==> src/rtl/core/assert_macros.svh <==
// shared assertion macros, clocked on the rising edge and disabled during reset
`ifndef ASSERT_MACROS_SVH
`define ASSERT_MACROS_SVH

// condition that must hold at every edge
`define CHECK_ALWAYS(lbl, clk, rst, cond, msg) \
   lbl: assert property (@(posedge clk) disable iff (rst) (cond)) else $error(msg);

// consequence that must hold in the cycle after the antecedent
`define CHECK_NEXT(lbl, clk, rst, ante, cons, msg) \
   lbl: assert property (@(posedge clk) disable iff (rst) (ante) |=> (cons)) else $error(msg);

`endif

==> src/rtl/core/wbps_pkg.sv <==
package wbps_pkg;

   // field widths fixed by the block's interface
   localparam int DATA_WIDTH        = 8;
   localparam int ADDR_WIDTH        = 64;
   localparam int MATCH_TOTAL_WIDTH = 32;
   localparam int LEN_WIDTH         = 6;
   localparam int MASK_WIDTH        = 32;
   localparam int PATTERN_WORDS     = 4;
   localparam int WORD_WIDTH        = 64;
   localparam int CSR_INDEX_WIDTH   = 4;

   // register indexes of the configuration port
   localparam logic [CSR_INDEX_WIDTH-1:0] REG_PATTERN_0  = 4'd0;
   localparam logic [CSR_INDEX_WIDTH-1:0] REG_PATTERN_1  = 4'd1;
   localparam logic [CSR_INDEX_WIDTH-1:0] REG_PATTERN_2  = 4'd2;
   localparam logic [CSR_INDEX_WIDTH-1:0] REG_PATTERN_3  = 4'd3;
   localparam logic [CSR_INDEX_WIDTH-1:0] REG_CARE_MASK  = 4'd4;
   localparam logic [CSR_INDEX_WIDTH-1:0] REG_LENGTH     = 4'd5;
   localparam logic [CSR_INDEX_WIDTH-1:0] REG_FIND_ALL   = 4'd6;
   localparam logic [CSR_INDEX_WIDTH-1:0] REG_BASE       = 4'd7;

   // result kinds
   localparam logic KIND_MATCH      = 1'b0;
   localparam logic KIND_COMPLETION = 1'b1;

   // result queue sizing
   localparam int QUEUE_DEPTH = 4;
   localparam int QPTR_WIDTH  = 2;
   localparam int QCNT_WIDTH  = 3;

   // pattern bytes, byte k in element k
   typedef logic [PATTERN_WORDS*WORD_WIDTH/DATA_WIDTH-1:0][DATA_WIDTH-1:0] pattern_bytes_type;

   // one result item
   typedef struct packed {
      logic                         kind;
      logic [ADDR_WIDTH-1:0]        match_address;
      logic                         found_any;
      logic [MATCH_TOTAL_WIDTH-1:0] match_total;
      logic                         last_of_run;
   } rsp_item_type;

   // queue write control from the scanner
   typedef struct packed {
      logic push_first;
      logic push_second;
   } q_push_type;

   // queue status back to the scanner
   typedef struct packed {
      logic not_empty;
      logic has_room;
   } q_status_type;

endpackage

==> src/rtl/core/wbps_ifs.sv <==
// byte input channel
interface wbps_req_if import wbps_pkg::*; ();
   logic                  valid;
   logic                  ready;
   logic [DATA_WIDTH-1:0] data_byte;
   logic                  end_of_region;

   modport source (output valid, output data_byte, output end_of_region, input ready);
   modport sink   (input valid, input data_byte, input end_of_region, output ready);
endinterface

// result channel
interface wbps_rsp_if import wbps_pkg::*; ();
   logic                         valid;
   logic                         ready;
   logic                         kind;
   logic [ADDR_WIDTH-1:0]        match_address;
   logic                         found_any;
   logic [MATCH_TOTAL_WIDTH-1:0] match_total;
   logic                         last_of_run;

   modport source (output valid, output kind, output match_address, output found_any,
                   output match_total, output last_of_run, input ready);
   modport sink   (input valid, input kind, input match_address, input found_any,
                   input match_total, input last_of_run, output ready);
endinterface

// configuration write channel
interface wbps_csr_if import wbps_pkg::*; ();
   logic                       valid;
   logic                       ready;
   logic [CSR_INDEX_WIDTH-1:0] index;
   logic [WORD_WIDTH-1:0]      data;

   modport source (output valid, output index, output data, input ready);
   modport sink   (input valid, input index, input data, output ready);
endinterface

==> src/rtl/core/wildcard_byte_pattern_scanner.sv <==
// channel   direction  payload
// req_chan  in         data_byte, end_of_region
// rsp_chan  out        kind, match_address, found_any, match_total, last_of_run
// csr_chan  in         index, data (register write, always ready)
//
// one byte is taken per cycle; the masked window compare, counters and result
// formatting all settle in the accept cycle and land in a four-entry result queue
// the first result is offered in the cycle after the accept if the queue was empty
// an item causes zero, one or two results; req_chan.ready drops while the queue has
// fewer than two free entries, so a stalled rsp_chan holds back the input
// reset is synchronous and clears the window, counters, configuration and queue
`include "assert_macros.svh"

module wildcard_byte_pattern_scanner import wbps_pkg::*; #(
   parameter int PATTERN_MAX = 32,
   parameter int COUNT_WIDTH = 32
) (
   input logic       clock,
   input logic       reset,
   wbps_req_if.sink  req_chan,
   wbps_rsp_if.source rsp_chan,
   wbps_csr_if.sink  csr_chan
);

   localparam int HIT_WIDTH = (COUNT_WIDTH >= MATCH_TOTAL_WIDTH) ? MATCH_TOTAL_WIDTH : COUNT_WIDTH;

   // configuration
   logic [PATTERN_WORDS-1:0][WORD_WIDTH-1:0] pattern_ff;
   logic [MASK_WIDTH-1:0]                    care_mask_ff;
   logic [LEN_WIDTH-1:0]                     pattern_length_ff;
   logic                                     find_all_ff;
   logic [ADDR_WIDTH-1:0]                    region_base_ff;

   // region state
   logic [PATTERN_MAX-1:0][DATA_WIDTH-1:0] window_ff, window_in;
   logic [COUNT_WIDTH-1:0]                 seen_ff, seen_in;
   logic [HIT_WIDTH-1:0]                   hits_ff, hits_in;
   logic                                   stopped_ff, stopped_in;

   logic                        req_accept;
   logic [LEN_WIDTH-1:0]        len_eff;
   logic [COUNT_WIDTH-1:0]      seen_next;
   logic [COUNT_WIDTH-1:0]      offset;
   logic                        window_hit;
   logic                        hit;
   logic [HIT_WIDTH-1:0]        hits_next;
   rsp_item_type                match_item;
   rsp_item_type                done_item;
   rsp_item_type                item_first;
   rsp_item_type                head;
   q_push_type                  q_push;
   q_status_type                q_status;

   // configuration writes
   assign csr_chan.ready = 1'b1;

   always_ff @(posedge clock) begin
      if (reset) begin
         pattern_ff        <= '0;
         care_mask_ff      <= '0;
         pattern_length_ff <= '0;
         find_all_ff       <= 1'b0;
         region_base_ff    <= '0;
      end else if (csr_chan.valid) begin
         case (csr_chan.index)
            REG_PATTERN_0: pattern_ff[0] <= csr_chan.data;
            REG_PATTERN_1: pattern_ff[1] <= csr_chan.data;
            REG_PATTERN_2: pattern_ff[2] <= csr_chan.data;
            REG_PATTERN_3: pattern_ff[3] <= csr_chan.data;
            REG_CARE_MASK: care_mask_ff <= csr_chan.data[MASK_WIDTH-1:0];
            REG_LENGTH:    pattern_length_ff <= csr_chan.data[LEN_WIDTH-1:0];
            REG_FIND_ALL:  find_all_ff <= csr_chan.data[0];
            REG_BASE:      region_base_ff <= csr_chan.data;
            default: ;
         endcase
      end
   end

   // window shift and byte count
   assign req_accept = req_chan.valid && req_chan.ready;
   assign len_eff    = (pattern_length_ff > LEN_WIDTH'(PATTERN_MAX)) ?
                       LEN_WIDTH'(PATTERN_MAX) : pattern_length_ff;
   assign seen_next  = (seen_ff == '1) ? seen_ff : seen_ff + COUNT_WIDTH'(1);

   always_comb begin
      for (int i = PATTERN_MAX - 1; i > 0; i--) begin
         window_in[i] = window_ff[i-1];
      end
      window_in[0] = req_chan.data_byte;
   end

   wbps_matcher #(
      .PATTERN_MAX(PATTERN_MAX)
   ) u_matcher (
      .window     (window_in),
      .pattern    (pattern_bytes_type'(pattern_ff)),
      .care_mask  (care_mask_ff),
      .len        (len_eff),
      .window_hit (window_hit)
   );

   // match decision and counters
   assign hit       = (len_eff != '0) && !stopped_ff &&
                      (seen_next >= COUNT_WIDTH'(len_eff)) && window_hit;
   assign hits_next = (hit && (hits_ff != '1)) ? hits_ff + HIT_WIDTH'(1) : hits_ff;
   assign offset    = seen_next - COUNT_WIDTH'(len_eff);

   // result items
   always_comb begin
      match_item.kind          = KIND_MATCH;
      match_item.match_address = region_base_ff + ADDR_WIDTH'(offset);
      match_item.found_any     = (hits_next != '0);
      match_item.match_total   = MATCH_TOTAL_WIDTH'(hits_next);
      match_item.last_of_run   = !req_chan.end_of_region;

      done_item.kind           = KIND_COMPLETION;
      done_item.match_address  = '0;
      done_item.found_any      = (hits_next != '0);
      done_item.match_total    = MATCH_TOTAL_WIDTH'(hits_next);
      done_item.last_of_run    = 1'b1;

      item_first               = hit ? match_item : done_item;
      q_push.push_first        = req_accept && (hit || req_chan.end_of_region);
      q_push.push_second       = req_accept && hit && req_chan.end_of_region;
   end

   // region state update, cleared after the final byte
   always_comb begin
      if (req_chan.end_of_region) begin
         seen_in    = '0;
         hits_in    = '0;
         stopped_in = 1'b0;
      end else begin
         seen_in    = seen_next;
         hits_in    = hits_next;
         stopped_in = stopped_ff || (hit && !find_all_ff);
      end
   end

   always_ff @(posedge clock) begin
      if (reset) begin
         window_ff  <= '0;
         seen_ff    <= '0;
         hits_ff    <= '0;
         stopped_ff <= 1'b0;
      end else if (req_accept) begin
         window_ff  <= req_chan.end_of_region ? '0 : window_in;
         seen_ff    <= seen_in;
         hits_ff    <= hits_in;
         stopped_ff <= stopped_in;
      end
   end

   // result queue
   wbps_result_queue u_queue (
      .clock       (clock),
      .reset       (reset),
      .push        (q_push),
      .item_first  (item_first),
      .item_second (done_item),
      .pop_ready   (rsp_chan.ready),
      .head        (head),
      .status      (q_status)
   );

   assign req_chan.ready         = q_status.has_room;
   assign rsp_chan.valid         = q_status.not_empty;
   assign rsp_chan.kind          = head.kind;
   assign rsp_chan.match_address = head.match_address;
   assign rsp_chan.found_any     = head.found_any;
   assign rsp_chan.match_total   = head.match_total;
   assign rsp_chan.last_of_run   = head.last_of_run;

   `CHECK_NEXT(a_region_clears, clock, reset, req_accept && req_chan.end_of_region, seen_ff == '0 && hits_ff == '0 && !stopped_ff, "region state not cleared")
   `CHECK_NEXT(a_first_only_stops, clock, reset, req_accept && hit && !find_all_ff && !req_chan.end_of_region, stopped_ff, "reporting not stopped")
   `CHECK_ALWAYS(a_stopped_has_hit, clock, reset, !stopped_ff || (hits_ff != '0), "stopped with no match")

endmodule

==> src/rtl/core/wbps_matcher.sv <==
module wbps_matcher import wbps_pkg::*; #(
   parameter int PATTERN_MAX = 32
) (
   input  logic [PATTERN_MAX-1:0][DATA_WIDTH-1:0] window,
   input  pattern_bytes_type                      pattern,
   input  logic [MASK_WIDTH-1:0]                  care_mask,
   input  logic [LEN_WIDTH-1:0]                   len,
   output logic                                   window_hit
);

   localparam int AW = (PATTERN_MAX > 1) ? $clog2(PATTERN_MAX) : 1;

   // pattern byte k lines up with the byte that arrived len-1-k items ago
   always_comb begin
      logic [LEN_WIDTH-1:0] age;
      window_hit = 1'b1;
      age        = '0;
      for (int k = 0; k < PATTERN_MAX; k++) begin
         age = len - LEN_WIDTH'(k) - LEN_WIDTH'(1);
         if ((LEN_WIDTH'(k) < len) && care_mask[k] &&
             (window[age[AW-1:0]] != pattern[k])) begin
            window_hit = 1'b0;
         end
      end
   end

endmodule

==> src/rtl/core/wbps_result_queue.sv <==
`include "assert_macros.svh"

module wbps_result_queue import wbps_pkg::*; (
   input  logic         clock,
   input  logic         reset,
   input  q_push_type   push,
   input  rsp_item_type item_first,
   input  rsp_item_type item_second,
   input  logic         pop_ready,
   output rsp_item_type head,
   output q_status_type status
);

   rsp_item_type          entry_ff [QUEUE_DEPTH];
   logic [QPTR_WIDTH-1:0] wr_ptr_ff, wr_ptr_in;
   logic [QPTR_WIDTH-1:0] rd_ptr_ff, rd_ptr_in;
   logic [QCNT_WIDTH-1:0] count_ff, count_in;
   logic                  pop;
   logic [QCNT_WIDTH-1:0] n_push;

   // status and head
   assign status.not_empty = (count_ff != '0);
   assign status.has_room  = (count_ff <= QCNT_WIDTH'(QUEUE_DEPTH - 2));
   assign head             = entry_ff[rd_ptr_ff];
   assign pop              = status.not_empty && pop_ready;
   assign n_push           = QCNT_WIDTH'(push.push_first) + QCNT_WIDTH'(push.push_second);

   // pointer and fill level
   always_comb begin
      wr_ptr_in = wr_ptr_ff + QPTR_WIDTH'(n_push);
      rd_ptr_in = rd_ptr_ff + QPTR_WIDTH'(pop);
      count_in  = count_ff + n_push - QCNT_WIDTH'(pop);
   end

   always_ff @(posedge clock) begin
      if (reset) begin
         wr_ptr_ff <= '0;
         rd_ptr_ff <= '0;
         count_ff  <= '0;
      end else begin
         wr_ptr_ff <= wr_ptr_in;
         rd_ptr_ff <= rd_ptr_in;
         count_ff  <= count_in;
      end
   end

   // entry storage, second item lands after the first
   always_ff @(posedge clock) begin
      if (push.push_first) begin
         entry_ff[wr_ptr_ff] <= item_first;
      end
      if (push.push_second) begin
         entry_ff[wr_ptr_ff + QPTR_WIDTH'(1)] <= item_second;
      end
   end

   `CHECK_ALWAYS(a_no_overfill, clock, reset, count_ff <= QCNT_WIDTH'(QUEUE_DEPTH), "queue overfilled")
   `CHECK_ALWAYS(a_push_with_room, clock, reset, !push.push_first || status.has_room, "push without room")
   `CHECK_ALWAYS(a_second_after_first, clock, reset, !push.push_second || push.push_first, "second push alone")
   `CHECK_NEXT(a_pop_drains, clock, reset, pop && !push.push_first, count_ff == $past(count_ff) - QCNT_WIDTH'(1), "pop did not drain")

endmodule

==> src/flat_wrapper.sv <==
// flat-port wrapper written by rule: the top's interface ports become plain ports
module wildcard_byte_pattern_scanner_flat import wbps_pkg::*;
#(
   parameter int PATTERN_MAX = 32,
   parameter int COUNT_WIDTH = 32
)
  (clock, reset, req_chan_valid, req_chan_data_byte, req_chan_end_of_region, req_chan_ready, rsp_chan_valid, rsp_chan_kind, rsp_chan_match_address, rsp_chan_found_any, rsp_chan_match_total, rsp_chan_last_of_run, rsp_chan_ready, csr_chan_valid, csr_chan_index, csr_chan_data, csr_chan_ready);
  wbps_req_if req_chan_i ();
  wbps_rsp_if rsp_chan_i ();
  wbps_csr_if csr_chan_i ();
  input logic clock;
  input logic reset;
  input wire logic [$bits(req_chan_i.valid)-1:0] req_chan_valid;
  input wire logic [$bits(req_chan_i.data_byte)-1:0] req_chan_data_byte;
  input wire logic [$bits(req_chan_i.end_of_region)-1:0] req_chan_end_of_region;
  output wire logic [$bits(req_chan_i.ready)-1:0] req_chan_ready;
  output wire logic [$bits(rsp_chan_i.valid)-1:0] rsp_chan_valid;
  output wire logic [$bits(rsp_chan_i.kind)-1:0] rsp_chan_kind;
  output wire logic [$bits(rsp_chan_i.match_address)-1:0] rsp_chan_match_address;
  output wire logic [$bits(rsp_chan_i.found_any)-1:0] rsp_chan_found_any;
  output wire logic [$bits(rsp_chan_i.match_total)-1:0] rsp_chan_match_total;
  output wire logic [$bits(rsp_chan_i.last_of_run)-1:0] rsp_chan_last_of_run;
  input wire logic [$bits(rsp_chan_i.ready)-1:0] rsp_chan_ready;
  input wire logic [$bits(csr_chan_i.valid)-1:0] csr_chan_valid;
  input wire logic [$bits(csr_chan_i.index)-1:0] csr_chan_index;
  input wire logic [$bits(csr_chan_i.data)-1:0] csr_chan_data;
  output wire logic [$bits(csr_chan_i.ready)-1:0] csr_chan_ready;
  assign req_chan_i.valid = req_chan_valid;
  assign req_chan_i.data_byte = req_chan_data_byte;
  assign req_chan_i.end_of_region = req_chan_end_of_region;
  assign req_chan_ready = req_chan_i.ready;
  assign rsp_chan_valid = rsp_chan_i.valid;
  assign rsp_chan_kind = rsp_chan_i.kind;
  assign rsp_chan_match_address = rsp_chan_i.match_address;
  assign rsp_chan_found_any = rsp_chan_i.found_any;
  assign rsp_chan_match_total = rsp_chan_i.match_total;
  assign rsp_chan_last_of_run = rsp_chan_i.last_of_run;
  assign rsp_chan_i.ready = rsp_chan_ready;
  assign csr_chan_i.valid = csr_chan_valid;
  assign csr_chan_i.index = csr_chan_index;
  assign csr_chan_i.data = csr_chan_data;
  assign csr_chan_ready = csr_chan_i.ready;
  wildcard_byte_pattern_scanner #(.PATTERN_MAX(PATTERN_MAX), .COUNT_WIDTH(COUNT_WIDTH)) u_core (.clock(clock), .reset(reset), .req_chan(req_chan_i), .rsp_chan(rsp_chan_i), .csr_chan(csr_chan_i));
endmodule
==> config.mk <==
export PLATFORM = sky130hd
export DESIGN_NAME = wildcard_byte_pattern_scanner_flat
export DESIGN_NICKNAME = d
export VERILOG_FILES = /design/src/rtl/core/wbps_pkg.sv /design/src/rtl/core/wbps_ifs.sv /design/src/rtl/core/wildcard_byte_pattern_scanner.sv /design/src/rtl/core/wbps_matcher.sv /design/src/rtl/core/wbps_result_queue.sv /design/src/flat_wrapper.sv
export VERILOG_INCLUDE_DIRS = /design/src /design/src/rtl/core
export SDC_FILE = /design/constraint.sdc
export NUM_CORES = 2
export LEC_CHECK = 0
export BUFFER_PORTS_ARGS = -buffer_cell sky130_fd_sc_hd__buf_2
export CORE_ASPECT_RATIO = 1.1
export CORE_MARGIN = 2
export CORE_UTILIZATION = 30
export DETAILED_ROUTE_END_ITERATION = 12
export PLACE_DENSITY = 0.53
export SYNTH_ARGS = -nofsm -noshare
export SYNTH_HDL_FRONTEND = slang
export SYNTH_SLANG_ARGS = --single-unit
==> constraint.sdc <==
create_clock -name clock -period 17.84 [get_ports clock]
set_input_delay 3.568 -clock clock [delete_from_list [all_inputs] [get_ports clock]]
set_output_delay 3.568 -clock clock [all_outputs]
set_load 0.05 [all_outputs]
==> results.txt <==
The total CTS buffers is 132. The worst reg-to-reg setup slack came out at 6080 ps. The fraction of power spent switching nets came out at 31.4%.

The mapped netlist covers 75,000 µm². In this run the critical register-to-register path is launched from u_core.pattern_length_ff[0]. Of all nets on the critical path, the largest fanout is 76. The initial antenna violation count came out at 29. Counting flops with an async set or reset pin after synthesis yields a share of 0%. The power density over cell area is 78.1 nW/µm². The final wirelength is 384 mm.

The relative contribution of the clock network to total power is 44.0%. In the final layout, the share of cells above drive strength 1 is 14.8%. The floorplan step defined a die boundary enclosing 254,000 µm². The area inside the core boundary is 249,000 µm².

The maximum number of buffers from clock root to sink is 3. The number of vias in the routed layout came out at 72,625. The count of endpoints failing setup in the final report is 0. The critical path endpoint category is a flop. The pin count of the biggest net entering global routing is 202.

The y dimension of the die is 529 µm. The overall track demand over capacity in global routing came out at 29.0%. For the worst setup path, the data required time is 18,320 ps.

The internal power component is 4.47 mW. The level count of the clock H-tree is 4. The worst register-to-register path ends at u_core.u_queue.entry_ff[3][26].

The worst setup path category is reg -> reg. The final count of hold timing violations came out at 0. The predominant post-synthesis flop cell is sky130_fd_sc_hd__dfxtp_1.

The checks that failed: capacitance limit, slew limit. The count of clock tree sinks is 1,075. The number of nets in the layout came out at 8,515. The met1 demand-to-capacity share in global routing is 36.0%. The clock root buffer is sky130_fd_sc_hd__clkbuf_16. The count of distinct cell types in the synthesized netlist is 103. Compared with the post-synthesis result, the final layout area differs by 11.2%.

The quantity of I/O buffers inserted on ports is 182. The remaining number of nets flagged by the antenna check after routing is 0. The average wire per standard cell is 32.6 µm. The worst setup path is launched from a flop.

Setup repair after global routing left no endpoint under its margin. Post-CTS timing repair inserted 0 buffers for setup. The first TritonRoute pass finished after 10 iterations.

The combinational power share is 16.9%. The starting density of the core came out at 30.2%. The static leakage is 29.5 nW. The sequential cell fraction of total power is 39.1%. The total negative slack came out at 0 ps. The clock-pin slew of the registers on the worst-case setup and hold paths came out at 60 ps. The die width came out at 481 µm. The count of cells resized by post-cts repair is 0. The global routing met3 resource utilization is 7.09%. The estimated wirelength of the detail-placed design came out at 281 mm. The maximum VDD drop is 0.0000742 V. Routability-driven placement finished with a final weighted congestion of 1.03.

The average instance area after synthesis came out at 8.71 µm². The kind of path behind the tightest hold check is reg -> reg. The hold-fix buffer count after cts came out at 0. In this run the worst setup path terminates at u_core.u_queue.entry_ff[3][26]. The global-route wire length before repair is 532 mm. The detailed router's first-iteration violation count is 9,513.

The post-placement worst setup slack is 5990 ps. In the routed design, unresolved DRC markers number 0. The net switching power of the design is 2.05 mW.

TritonCTS built the clock tree. For the worst setup path, the data arrival time is 12,240 ps. The part of the Yosys area used for sequential elements came out at 30.4%.

Dividing the detail-routed via count by the number of cells gives 6.16. Clock latency on the worst-skew pair, taken at its later pin, is 830 ps. The global-route layer with the greatest usage is met2.

After synthesis the netlist holds a flip-flop and latch count of 1,075. The final period utilization came out at 65.9%. The start point of the critical path is u_core.pattern_length_ff[0]. Yosys printed 0 warnings.

Synthesis produced a netlist with a net count of 8,754. The number of max-cap violations came out at 2. The upper clock frequency limit is 0.0850 GHz. The via count of the first global-routing pass came out at 67,493.

The flow ran to the end, but the final reports show violations. The final setup slack of the worst path came out at 6080 ps. Global routing consumed, on the met2 layer, 44.8% of the routing resources. The cell count after synthesis came out at 8,613.

The total overflow reported by the global router is 0. The number of placed I/O pins is 184. The floorplan has 192 rows.

Headroom to the max-slew limit came out at -9.59%. Across the routed clock network, the largest skew measured is 55.1 ps. The final critical-path required period is 11,760 ps. The synthesized design contains 132 enable-type register cells.

The depth of the worst register-to-register path came out at 24. The count of final max-slew check failures is 2. At the pin with the least slew margin, the transition time is 1640 ps.
[registers in the layout (all words and copies together), names as in the netlist]
name / cells
u_core.pattern_length_ff: 6
u_core.u_queue.entry_ff: 396
u_core.u_queue.wr_ptr_ff: 2
u_core.pattern_ff: 256
u_core.find_all_ff: 1
u_core.care_mask_ff: 32
u_core.region_base_ff: 64
u_core.u_queue.rd_ptr_ff: 2
u_core.u_queue.count_ff: 3
u_core.seen_ff: 32
u_core.hits_ff: 32
u_core.window_ff: 248
u_core.stopped_ff: 1
[layout by cell type (no fill, tap or decap), drive strengths merged, types with 82 or more instances in the layout]
cell / n
a22oi: 118
buf: 395
mux2: 162
o22ai: 82
nand3: 224
a211oi: 99
edfxtp: 132
a21oi: 854
clkbuf: 179
xnor2: 292
mux4: 337
mux2i: 743
a22o: 154
nor2: 422
nand2: 1407
a31oi: 86
nor3: 116
dfxtp: 943
o21ai: 237
nand3b: 253
xor2: 189
[power groups by stage]
stage | clock (mW) | sequential [mW] | combinational, mW
after CTS | 2.91 | 2.55 | 1.09
after floorplan | 0 | 2.57 | 0.759
final | 2.87 | 2.55 | 1.10
after detailed placement | 0 | 2.60 | 1.09
after global routing | 3.00 | 2.56 | 1.15
after global placement | 0 | 2.60 | 1.09
[worst max-delay path, cell delays in order, from the launching register on]
cell	delay, ps
sky130_fd_sc_hd__dfxtp_4	580
sky130_fd_sc_hd__nor2b_4	860
sky130_fd_sc_hd__buf_4	520
sky130_fd_sc_hd__inv_8	340
sky130_fd_sc_hd__ha_1	360
sky130_fd_sc_hd__buf_4	300
sky130_fd_sc_hd__xnor2_4	890
sky130_fd_sc_hd__buf_4	660
sky130_fd_sc_hd__nor2_1	130
sky130_fd_sc_hd__buf_4	220
sky130_fd_sc_hd__a2111oi_0	480
sky130_fd_sc_hd__mux2i_1	170
sky130_fd_sc_hd__xor2_1	170
sky130_fd_sc_hd__nor4b_1	590
sky130_fd_sc_hd__a31oi_1	260
sky130_fd_sc_hd__a2111oi_0	590
sky130_fd_sc_hd__and4b_1	570
sky130_fd_sc_hd__nand4_2	400
sky130_fd_sc_hd__nor3_4	260
sky130_fd_sc_hd__buf_4	410
sky130_fd_sc_hd__and3_1	410
sky130_fd_sc_hd__nand2_2	600
sky130_fd_sc_hd__and2_2	490
sky130_fd_sc_hd__inv_1	570
sky130_fd_sc_hd__buf_4	410
[routing by layer]
layer,routed length (µm),vias up
met5,211,-
met4,29200,30
met3,36300,1066
met2,169000,4171
met1,149000,36112
li1,-,31246
[worst min-delay path by stage]
stage | slack (ps) | cells past startpoint | end | startpoint
floorplan | 420 | 2 | u_core.u_queue.entry_ff[2][98] | u_core.u_queue.entry_ff[2][98]
global placement | 430 | 2 | u_core.u_queue.entry_ff[1][98] | u_core.u_queue.entry_ff[1][98]
detailed placement | 440 | 2 | u_core.u_queue.entry_ff[2][98] | u_core.u_queue.entry_ff[2][98]
CTS | 450 | 2 | u_core.u_queue.entry_ff[2][98] | u_core.u_queue.entry_ff[2][98]
global route | 470 | 2 | u_core.u_queue.entry_ff[1][98] | u_core.u_queue.entry_ff[1][98]
finish | 450 | 2 | u_core.u_queue.entry_ff[2][98] | u_core.u_queue.entry_ff[2][98]
[kinds of logic after synthesis]
kind of cell,Yosys count,synth area share [%]
xor gates and xnor gates,482,5.71
muxes,1242,22.5
and+or+nand+nor,2850,17.9
AOI/OAI and AO/OA,2063,17.7
buffers and inverters,840,4.80
adders and majority gates,60,1.02
DFF,1075,30.4
other,1,0.00500
[cells in the mapped netlist (all sizes together) (132+ instances only)]
master / number / area share, %
mux4: 337 / 10
xnor2: 292 / 3.5
xor2: 189 / 2.2
mux2: 162 / 2.4
a22o: 154 / 1.8
nand3: 224 / 1.5
edfxtp: 132 / 5.3
buf: 299 / 2.1
dfxtp: 943 / 25
nor2: 422 / 2.1
clkbuf: 469 / 2.3
o21ai: 237 / 1.6
mux2i: 743 / 9.9
nand3b: 253 / 2.5
a21oi: 854 / 5.7
nand2: 1407 / 7.0
[through the flow]
stage / area (µm²) / instances / utilization, % / hold WS [ps] / total power [mW]
2_1_floorplan: 75000 / 8613 / - / 422 / 3.33
3_3_place_gp: 78900 / 11537 / 31.7 / 430 / 3.69
3_5_place_dp: 78900 / 11538 / 31.7 / 438 / 3.70
4_1_cts: 83400 / 11773 / 33.6 / 446 / 6.55
5_1_grt: 83400 / 11774 / 33.6 / 469 / 6.71
6_report: 83500 / 11784 / 33.6 / 448 / 6.52
[layout make-up]
| cell class | count | area [µm²] |
|---|---|---|
| tap | 3298 | 4130 |
| clock buffer | 179 | 3720 |
| inverter | 72 | 280 |
| multi-input combinational | 6698 | 49000 |
| antenna | 11 | 27.5 |
| clock inverter | 56 | 863 |
| fill | 25609 | 165000 |
| timing repair buffer | 395 | 2600 |
| sequential | 1075 | 22900 |
(Power assumes the default switching activity.)
